`src/design/lmvs_pkg.sv`:
```
// ----------------------------------------------------------------------------
// lmvs_pkg
// Shared constants, codes and types for the matrix LRU victim selector.
// ----------------------------------------------------------------------------
`default_nettype none

package lmvs_pkg;

    localparam int DEFAULT_NUM_FRAMES = 16;
    localparam int FRAMES_RESET       = 16;
    localparam int CFG_W              = 5;
    localparam int FRAME_W            = 4;
    localparam int PIN_W              = 16;

    localparam logic KIND_TOUCH  = 1'b0;
    localparam logic KIND_VICTIM = 1'b1;

    typedef enum logic [2:0] {
        ST_IDLE = 3'b001,
        ST_SCAN = 3'b010,
        ST_DONE = 3'b100
    } state_t;

    // Per-row control from the sequencer to the row datapath
    typedef struct packed {
        logic is_target;   // row being touched
        logic eligible;    // unpinned, victim request
        logic found;       // a candidate is already held
    } row_ctrl_t;

endpackage

`default_nettype wire

```
`src/design/lru_matrix_victim_select_top.sv`:
```
// ----------------------------------------------------------------------------
// lru_matrix_victim_select_top
// Matrix LRU victim selector: touch and victim requests over a row memory.
// ----------------------------------------------------------------------------
//  Channel   Ports                                         Direction
//  input     s_valid s_ready s_kind s_frame s_pinned_mask  in
//  result    m_valid m_ready m_victim_valid m_victim_frame m_none_free  out
//  config    cfg_wr_en cfg_wr_data                         in
//
//  An item visits each of the n active matrix rows in turn (n the active frame
//  count) through the single read port of the row RAM, then posts the result.
//  Touches outside the active count and any item with a count of zero skip the row visits.
//  Reset clears per-row valid bits at once; no clearing pass is needed.
//  A result waiting on m_ready holds the next item in the finish cycle.
// ----------------------------------------------------------------------------
`default_nettype none

module lru_matrix_victim_select_top #(
    parameter int NUM_FRAMES = lmvs_pkg::DEFAULT_NUM_FRAMES
) (
    input  wire logic                         aclk,
    input  wire logic                         aresetn,
    input  wire logic                         cfg_wr_en,
    input  wire logic [lmvs_pkg::CFG_W-1:0]   cfg_wr_data,
    input  wire logic                         s_valid,
    output logic                              s_ready,
    input  wire logic                         s_kind,
    input  wire logic [lmvs_pkg::FRAME_W-1:0] s_frame,
    input  wire logic [lmvs_pkg::PIN_W-1:0]   s_pinned_mask,
    output logic                              m_valid,
    input  wire logic                         m_ready,
    output logic                              m_victim_valid,
    output logic [lmvs_pkg::FRAME_W-1:0]      m_victim_frame,
    output logic                              m_none_free
);

    localparam int IDX_W = $clog2(NUM_FRAMES);
    localparam int CNT_W = $clog2(NUM_FRAMES + 1);
    localparam int CNT_RESET = (lmvs_pkg::FRAMES_RESET > NUM_FRAMES) ?
                               NUM_FRAMES : lmvs_pkg::FRAMES_RESET;

    lmvs_pkg::state_t state_reg, state_next;

    logic [CNT_W-1:0]               act_reg;
    logic [IDX_W-1:0]               idx_reg, idx_next;
    logic                           kind_reg;
    logic [lmvs_pkg::FRAME_W-1:0]   frame_reg;
    logic [lmvs_pkg::PIN_W-1:0]     pins_reg;
    logic                           found_reg, found_next;
    logic [lmvs_pkg::FRAME_W-1:0]   best_reg, best_next;
    logic [NUM_FRAMES-1:0]          best_key_reg, best_key_next;
    logic [NUM_FRAMES-1:0]          row_valid_reg;
    logic                           m_valid_reg;
    logic                           m_victim_valid_reg;
    logic [lmvs_pkg::FRAME_W-1:0]   m_victim_frame_reg;
    logic                           m_none_free_reg;

    logic                  accept, out_free, skip, last_row, row_pinned;
    logic                  rd_en, wr_en;
    logic [IDX_W-1:0]      rd_addr;
    logic [NUM_FRAMES-1:0] rd_data, row_data, col_mask, frame_bit, wr_row, key;
    logic                  take;
    lmvs_pkg::row_ctrl_t   ctrl;

    assign out_free = !m_valid_reg || m_ready;
    assign s_ready  = (state_reg == lmvs_pkg::ST_IDLE) ||
                      ((state_reg == lmvs_pkg::ST_DONE) && out_free);
    assign accept   = s_valid && s_ready;

    // Nothing to visit: empty count, or touch of an inactive frame
    assign skip = (act_reg == '0) ||
                  ((s_kind == lmvs_pkg::KIND_TOUCH) && (32'(s_frame) >= 32'(act_reg)));

    assign last_row = ((CNT_W'(idx_reg) + CNT_W'(1)) == act_reg);

    always_comb begin
        for (int j = 0; j < NUM_FRAMES; j++) begin
            col_mask[j]  = (32'(j) < 32'(act_reg));
            frame_bit[j] = (32'(j) == 32'(frame_reg));
        end
    end

    // Frames past the pin field have no pin bit
    assign row_pinned = (32'(idx_reg) < lmvs_pkg::PIN_W) ?
                        pins_reg[4'(idx_reg)] : 1'b0;

    // A row never written since reset reads as zero
    assign row_data = row_valid_reg[idx_reg] ? rd_data : '0;

    assign ctrl.is_target = (32'(idx_reg) == 32'(frame_reg));
    assign ctrl.eligible  = (kind_reg == lmvs_pkg::KIND_VICTIM) && !row_pinned;
    assign ctrl.found     = found_reg;

    lmvs_row_ops #(
        .NUM_FRAMES(NUM_FRAMES)
    ) u_row_ops (
        .row_data (row_data),
        .col_mask (col_mask),
        .frame_bit(frame_bit),
        .best_key (best_key_reg),
        .ctrl     (ctrl),
        .wr_row   (wr_row),
        .key      (key),
        .take     (take)
    );

    assign wr_en = (state_reg == lmvs_pkg::ST_SCAN) && (kind_reg == lmvs_pkg::KIND_TOUCH);

    always_comb begin
        rd_en   = 1'b0;
        rd_addr = '0;
        if (accept && !skip) begin
            rd_en = 1'b1;
        end else if ((state_reg == lmvs_pkg::ST_SCAN) && !last_row) begin
            rd_en   = 1'b1;
            rd_addr = idx_reg + IDX_W'(1);
        end
    end

    lmvs_ram #(
        .WIDTH(NUM_FRAMES),
        .DEPTH(NUM_FRAMES)
    ) u_matrix (
        .aclk   (aclk),
        .wr_en  (wr_en),
        .wr_addr(idx_reg),
        .wr_data(wr_row),
        .rd_en  (rd_en),
        .rd_addr(rd_addr),
        .rd_data(rd_data)
    );

    always_comb begin
        state_next    = state_reg;
        idx_next      = idx_reg;
        found_next    = found_reg;
        best_next     = best_reg;
        best_key_next = best_key_reg;
        case (state_reg)
            lmvs_pkg::ST_IDLE: begin
            end
            lmvs_pkg::ST_SCAN: begin
                if (take) begin
                    found_next    = 1'b1;
                    best_next     = 4'(idx_reg);
                    best_key_next = key;
                end
                if (last_row) begin
                    state_next = lmvs_pkg::ST_DONE;
                end else begin
                    idx_next = idx_reg + IDX_W'(1);
                end
            end
            lmvs_pkg::ST_DONE: begin
                if (out_free) begin
                    state_next = lmvs_pkg::ST_IDLE;
                end
            end
            default: begin
                state_next = lmvs_pkg::ST_IDLE;
            end
        endcase
        if (accept) begin
            state_next    = skip ? lmvs_pkg::ST_DONE : lmvs_pkg::ST_SCAN;
            idx_next      = '0;
            found_next    = 1'b0;
            best_next     = '0;
            best_key_next = '0;
        end
    end

    always_ff @(posedge aclk) begin
        if (!aresetn) begin
            state_reg     <= lmvs_pkg::ST_IDLE;
            act_reg       <= CNT_W'(CNT_RESET);
            row_valid_reg <= '0;
            m_valid_reg   <= 1'b0;
            idx_reg       <= '0;
            found_reg     <= 1'b0;
        end else begin
            state_reg <= state_next;
            idx_reg   <= idx_next;
            found_reg <= found_next;
            if (cfg_wr_en) begin
                act_reg <= (32'(cfg_wr_data) > 32'(NUM_FRAMES)) ?
                           CNT_W'(NUM_FRAMES) : CNT_W'(cfg_wr_data);
            end
            if (wr_en) begin
                row_valid_reg[idx_reg] <= 1'b1;
            end
            // Post the result when the slot frees; drop it once transferred
            if ((state_reg == lmvs_pkg::ST_DONE) && out_free) begin
                m_valid_reg <= 1'b1;
            end else if (m_ready) begin
                m_valid_reg <= 1'b0;
            end
        end
    end

    always_ff @(posedge aclk) begin
        best_reg     <= best_next;
        best_key_reg <= best_key_next;
        if (accept) begin
            kind_reg  <= s_kind;
            frame_reg <= s_frame;
            pins_reg  <= s_pinned_mask;
        end
        if ((state_reg == lmvs_pkg::ST_DONE) && out_free) begin
            m_victim_valid_reg <= (kind_reg == lmvs_pkg::KIND_VICTIM) && found_reg;
            m_victim_frame_reg <= found_reg ? best_reg : '0;
            m_none_free_reg    <= (kind_reg == lmvs_pkg::KIND_VICTIM) && !found_reg;
        end
    end

    assign m_valid        = m_valid_reg;
    assign m_victim_valid = m_victim_valid_reg;
    assign m_victim_frame = m_victim_frame_reg;
    assign m_none_free    = m_none_free_reg;

endmodule

`default_nettype wire

```
`src/design/lmvs_ram.sv`:
```
// ----------------------------------------------------------------------------
// lmvs_ram
// Generic simple dual-port RAM: one write port, one read port, registered read.
// ----------------------------------------------------------------------------
`default_nettype none

module lmvs_ram #(
    parameter int WIDTH = 16,
    parameter int DEPTH = 16
) (
    input  wire logic                     aclk,
    input  wire logic                     wr_en,
    input  wire logic [$clog2(DEPTH)-1:0] wr_addr,
    input  wire logic [WIDTH-1:0]         wr_data,
    input  wire logic                     rd_en,
    input  wire logic [$clog2(DEPTH)-1:0] rd_addr,
    output logic      [WIDTH-1:0]         rd_data
);

    logic [WIDTH-1:0] mem [DEPTH];

    always_ff @(posedge aclk) begin
        if (wr_en) begin
            mem[wr_addr] <= wr_data;
        end
        if (rd_en) begin
            rd_data <= mem[rd_addr];
        end
    end

endmodule

`default_nettype wire

```
`src/design/lmvs_row_ops.sv`:
```
// ----------------------------------------------------------------------------
// lmvs_row_ops
// Row datapath: builds the write-back row for a touch and ranks a row
// against the best candidate for a victim request.
// ----------------------------------------------------------------------------
`default_nettype none

module lmvs_row_ops #(
    parameter int NUM_FRAMES = lmvs_pkg::DEFAULT_NUM_FRAMES
) (
    input  wire logic [NUM_FRAMES-1:0] row_data,
    input  wire logic [NUM_FRAMES-1:0] col_mask,
    input  wire logic [NUM_FRAMES-1:0] frame_bit,
    input  wire logic [NUM_FRAMES-1:0] best_key,
    input  wire lmvs_pkg::row_ctrl_t   ctrl,
    output logic      [NUM_FRAMES-1:0] wr_row,
    output logic      [NUM_FRAMES-1:0] key,
    output logic                       take
);

    logic [NUM_FRAMES-1:0] masked;

    // Target row becomes all active ones; every row loses the touched column
    assign wr_row = (ctrl.is_target ? col_mask : row_data) & ~frame_bit;

    assign masked = row_data & col_mask;

    // Column 0 is the most significant bit of the key
    always_comb begin
        for (int j = 0; j < NUM_FRAMES; j++) begin
            key[NUM_FRAMES-1-j] = masked[j];
        end
    end

    assign take = ctrl.eligible && (!ctrl.found || (key < best_key));

endmodule

`default_nettype wire
```
`config.mk`:
```
export PLATFORM = sky130hd
export DESIGN_NAME = lru_matrix_victim_select_top
export DESIGN_NICKNAME = d
export VERILOG_FILES = /design/src/design/lmvs_pkg.sv /design/src/design/lru_matrix_victim_select_top.sv /design/src/design/lmvs_ram.sv /design/src/design/lmvs_row_ops.sv
export SDC_FILE = /design/constraint.sdc
export NUM_CORES = 1
export LEC_CHECK = 0
export BUFFER_PORTS_ARGS = -buffer_cell sky130_fd_sc_hd__buf_2
export CAP_MARGIN = 5
export CORE_MARGIN = 5
export CORE_UTILIZATION = 40
export DETAILED_ROUTE_END_ITERATION = 12
export MAX_ROUTING_LAYER = met4
export PLACE_DENSITY = 0.56
export SLEW_MARGIN = 15
export SYNTH_ARGS = -nofsm -noshare
export SYNTH_HDL_FRONTEND = slang
export SYNTH_SLANG_ARGS = --single-unit
```
`constraint.sdc`:
```
create_clock -name aclk -period 3.6 [get_ports aclk]
set_input_delay 0 -clock aclk [delete_from_list [all_inputs] [get_ports aclk]]
set_output_delay 0 -clock aclk [all_outputs]
set_load 0.02 [all_outputs]
```
==> tab_implementation.tex <==
\begin{tabular}{lr}
\hline
Metric & Value \\
\hline
\multicolumn{2}{l}{\textbf{Routing}} \\
First-iteration detailed-routing DRC count & 803 \\
Post-detailed-route wirelength per cell & 23.2 µm \\
Average vias per placed instance & 5.62 \\
Remaining number of nets flagged by the antenna check after routing & 0 \\
Detailed Route WL & 38.0 mm \\
Count of unresolved DRC violations after routing & 0 \\
Number of vias after detailed routing & 9207 \\
Total iterations of the first detailed-routing run & 6 \\
\multicolumn{2}{l}{\textbf{Synth}} \\
Share of the yosys chip area belonging to registers & 0.675 \\
Yosys warning total & 0 \\
Mapped cell area & 0.0148 mm² \\
Post-synthesis adder-cell area fraction & 0.0195 \\
Share of the synthesized area in compound gates (AO/OA/AOI/OAI) & 0.100 \\
Combinational family with the most area after synthesis & compound AO/OA/AOI/OAI gates \\
Avg Inst Size Synth & 14.3 µm² \\
Dominant synthesized flop cell & sky130\_fd\_sc\_hd\_\_edfxtp\_1 \\
Cell variety after synth & 59 \\
Syn\_nets & 1084 \\
Area fraction in and, or, nand and nor cells after synthesis & 0.0864 \\
Async S/R FF share, synth & 0 \\
Flop and latch count out of synthesis & 349 \\
Mapped Cells & 1030 \\
Post-synth EDFFs & 299 \\
Post-synthesis mux area share & 0.0839 \\
Post-Synth XOR/XNOR Area & 0.00711 \\
\multicolumn{2}{l}{\textbf{Timing}} \\
Worst clock skew & 0.0311 ns \\
Post-route fraction of the period consumed by the critical path & 0.924 \\
Number of pins exceeding their max-slew limit in the final report & 0 \\
Worst-margin pin slew & 1.04 ns \\
Worst hold margin & 0.177 ns \\
Max Freq & 301 MHz \\
Setup repair after global routing missed its margin & no \\
Max-slew headroom at the worst pin & 0.304 \\
Fin Setup TNS & 0 ns \\
Post-layout minimum cycle time & 3.33 ns \\
Number of hold violations in the final report & 0 \\
Setup Viol. Count Final & 0 \\
\multicolumn{2}{l}{\textbf{Floorplan}} \\
Starting density of the core & 0.405 \\
Top-level I/O count & 39 \\
Die X-Extent & 202 µm \\
Die span in y & 202 µm \\
Area of the core & 0.0365 mm² \\
Number of placement rows & 70 \\
Floorplan die area & 0.0409 mm² \\
\multicolumn{2}{l}{\textbf{Critical path}} \\
Critical path data arrival time & 3.81 ns \\
Startpoint type of the worst setup path & flop \\
Endpoint type of the worst setup path & flop \\
Kind of critical path & reg -> reg \\
Highest fanout seen on the critical path & 23 \\
Data required, critical path & 4.08 ns \\
Critical path launch point & idx\_reg[1] \\
Startpoint of the worst register-to-register path & idx\_reg[1] \\
\multicolumn{2}{l}{\textbf{Clock tree}} \\
Clock Pin Slew Worst Setup and Hold Paths & 0.06 ns \\
Root buffer cell & sky130\_fd\_sc\_hd\_\_clkbuf\_16 \\
Number of CTS-inserted buffers & 38 \\
Clock tree from TritonCTS & done \\
Clock insertion delay at the later pin of the skew report & 0.55 ns \\
Number of H-tree levels & 2 \\
Bufs on Longest Clock Path & 3 \\
Sinks on Clock Net & 349 \\
\multicolumn{2}{l}{\textbf{Hold path}} \\
Hold WC Path Type & in -> reg \\
Hold Startpoint & s\_frame[0] \\
\multicolumn{2}{l}{\textbf{Flow run}} \\
\# Max-Cap Violations & 0 \\
\multicolumn{2}{l}{\textbf{Global routing}} \\
Vias in the first global route & 9201 \\
Gr ovfl total & 0 \\
Global-route wire length before repair & 57.4 mm \\
Maximum number of pins on one net before global-route repair & 99 \\
Initial antenna violation count & 1 \\
Global-route usage over all layers & 0.189 \\
\multicolumn{2}{l}{\textbf{Layout}} \\
Final cell utilization of the core & 0.480 \\
Reg with most FFs & u\_matrix.mem \\
P\&R area growth vs syn & 18.6\% \\
Total Nets Final & 1194 \\
Most used cells in the layout excluding fill and tap cells & sky130\_fd\_sc\_hd\_\_edfxtp\_1, sky130\_fd\_sc\_hd\_\_nand2\_1, sky130\_fd\_sc\_hd\_\_buf\_4, sky130\_fd\_sc\_hd\_\_a21oi\_1, sky130\_fd\_sc\_hd\_\_dfxtp\_1 \\
Leading cell type in the layout, fill and taps excluded & sky130\_fd\_sc\_hd\_\_edfxtp\_1 \\
Fraction of layout cells with a size suffix above 1 & 0.211 \\
Number of flip-flops under the largest register name & 256 \\
\multicolumn{2}{l}{\textbf{Placed design}} \\
Placed wire-length estimate after detailed placement & 21.9 mm \\
Placer congestion estimate & 0.882 \\
Port bufs & 38 \\
\multicolumn{2}{l}{\textbf{Run status}} \\
Run status & finished, final reports clean \\
\multicolumn{2}{l}{\textbf{Pwr}} \\
VDD IR-drop max & 0.000295 V \\
Standby leakage power & 5.90 nW \\
Pwr dens & 496 mW/mm² \\
\hline
\end{tabular}
==> critical path: stages, from the launching register on <==
cell and delay (ns):
sky130_fd_sc_hd__dfxtp_4 0.37, sky130_fd_sc_hd__mux4_2 0.33, sky130_fd_sc_hd__mux2i_1 0.08, sky130_fd_sc_hd__mux2i_2 0.31, sky130_fd_sc_hd__buf_12 0.20, sky130_fd_sc_hd__nand2_1 0.07, sky130_fd_sc_hd__a21oi_1 0.32, sky130_fd_sc_hd__ha_1 0.32
sky130_fd_sc_hd__a21oi_1 0.15, sky130_fd_sc_hd__o221ai_1 0.13, sky130_fd_sc_hd__a21oi_1 0.16, sky130_fd_sc_hd__a21boi_0 0.14, sky130_fd_sc_hd__nor3_4 0.28, sky130_fd_sc_hd__buf_12 0.19, sky130_fd_sc_hd__nand4_1 0.12, sky130_fd_sc_hd__o21ai_1 0.09
==> where the power goes <==
group / leakage [nW] / total, mW / internal (mW) / switching, mW
sequential: 3.15 / 4.48 / 4.44 / 0.0406
combinational: 2.15 / 0.372 / 0.145 / 0.227
clock: 0.592 / 3.83 / 2.21 / 1.61
total: 5.90 / 8.68 / 6.80 / 1.88
==> logic make-up after synthesis <==
group	after synthesis
compound gates	213
xor+xnor	12
fa+ha+maj	23
buf+inv	95
flops	349
mux	82
simple gates	256
==> repair_timing <==
action,4_1_cts,5_1_grt
hold buffers,42,0
setup endpoints to repair,0,21
setup buffers,0,0
gates resized for setup,0,4
hold endpoints to repair,46,0
==> layer usage <==
metal | vias to the layer above | GRT usage | routed length, µm
met4 | 0 | 0.0626 | 1080
li1 | 4219 | - | -
met5 | - | - | 0
met1 | 4637 | 0.252 | 16900
met2 | 283 | 0.298 | 17900
met3 | 68 | 0.0302 | 2080
==> area by class of cell <==
cell class	count	area, µm²
clock inverter	21	200
multi-input combinational	586	4490
timing repair buffer	138	1150
sequential	349	9990
tap	468	586
fill	3122	19000
antenna	1	2.50
inverter	27	101
clock buffer	48	1010
==> per-stage QoR <==
step	instances	worst slack [ns]	power, mW	instance area, µm²
final	1638	0.273	8.68	17500
after global routing	1638	0.0461	8.96	17500
after CTS	1637	0.0809	8.76	17500
after detailed placement	1526	0.0927	4.91	15900
after global placement	1526	0.196	4.90	15900
after floorplan	1030	0.292	4.76	14800
==> worst paths after layout <==
check / to / depth (start not counted) / slack, ns
worst max-delay path: best_key_reg[0] / 15 / 0.27
worst min-delay path: frame_reg[0] / 2 / 0.18
worst max register to register: best_key_reg[0] / 15 / 0.27
worst min register to register: best_reg[2] / 2 / 0.44
==> Yosys cell counts (4+ instances only) <==
library cell,count,share of area
sky130_fd_sc_hd__edfxtp_1,299,0.61
sky130_fd_sc_hd__nand2_1,92,0.023
sky130_fd_sc_hd__dfxtp_1,50,0.068
sky130_fd_sc_hd__a21oi_1,49,0.017
sky130_fd_sc_hd__nor2_1,41,0.010
sky130_fd_sc_hd__clkbuf_1,37,0.0094
sky130_fd_sc_hd__mux2_2,35,0.027
sky130_fd_sc_hd__o22ai_1,31,0.013
sky130_fd_sc_hd__mux4_2,30,0.046
sky130_fd_sc_hd__inv_1,26,0.0066
sky130_fd_sc_hd__and2_1,25,0.011
sky130_fd_sc_hd__ha_1,23,0.019
sky130_fd_sc_hd__nand3_1,23,0.0078
sky130_fd_sc_hd__o21a_1,21,0.011
sky130_fd_sc_hd__buf_2,20,0.0068
sky130_fd_sc_hd__o31ai_1,20,0.010
sky130_fd_sc_hd__a31oi_1,18,0.0076
sky130_fd_sc_hd__mux2i_1,17,0.012
sky130_fd_sc_hd__a221o_1,16,0.011
sky130_fd_sc_hd__nand2b_1,13,0.0055
sky130_fd_sc_hd__nor3b_1,13,0.0066
sky130_fd_sc_hd__nor3_1,12,0.0041
sky130_fd_sc_hd__o21ai_0,12,0.0041
sky130_fd_sc_hd__o2111ai_1,9,0.0053
sky130_fd_sc_hd__xnor2_1,9,0.0053
sky130_fd_sc_hd__and3_1,7,0.0030
sky130_fd_sc_hd__buf_1,6,0.0015
sky130_fd_sc_hd__nand4_1,6,0.0025
sky130_fd_sc_hd__nor2b_1,6,0.0025
sky130_fd_sc_hd__o21ai_1,6,0.0020
sky130_fd_sc_hd__nor4_1,5,0.0021
sky130_fd_sc_hd__a21o_1,4,0.0020
sky130_fd_sc_hd__o221ai_1,4,0.0024
sky130_fd_sc_hd__o32ai_1,4,0.0024
Power figures use the tool's default switching activity.
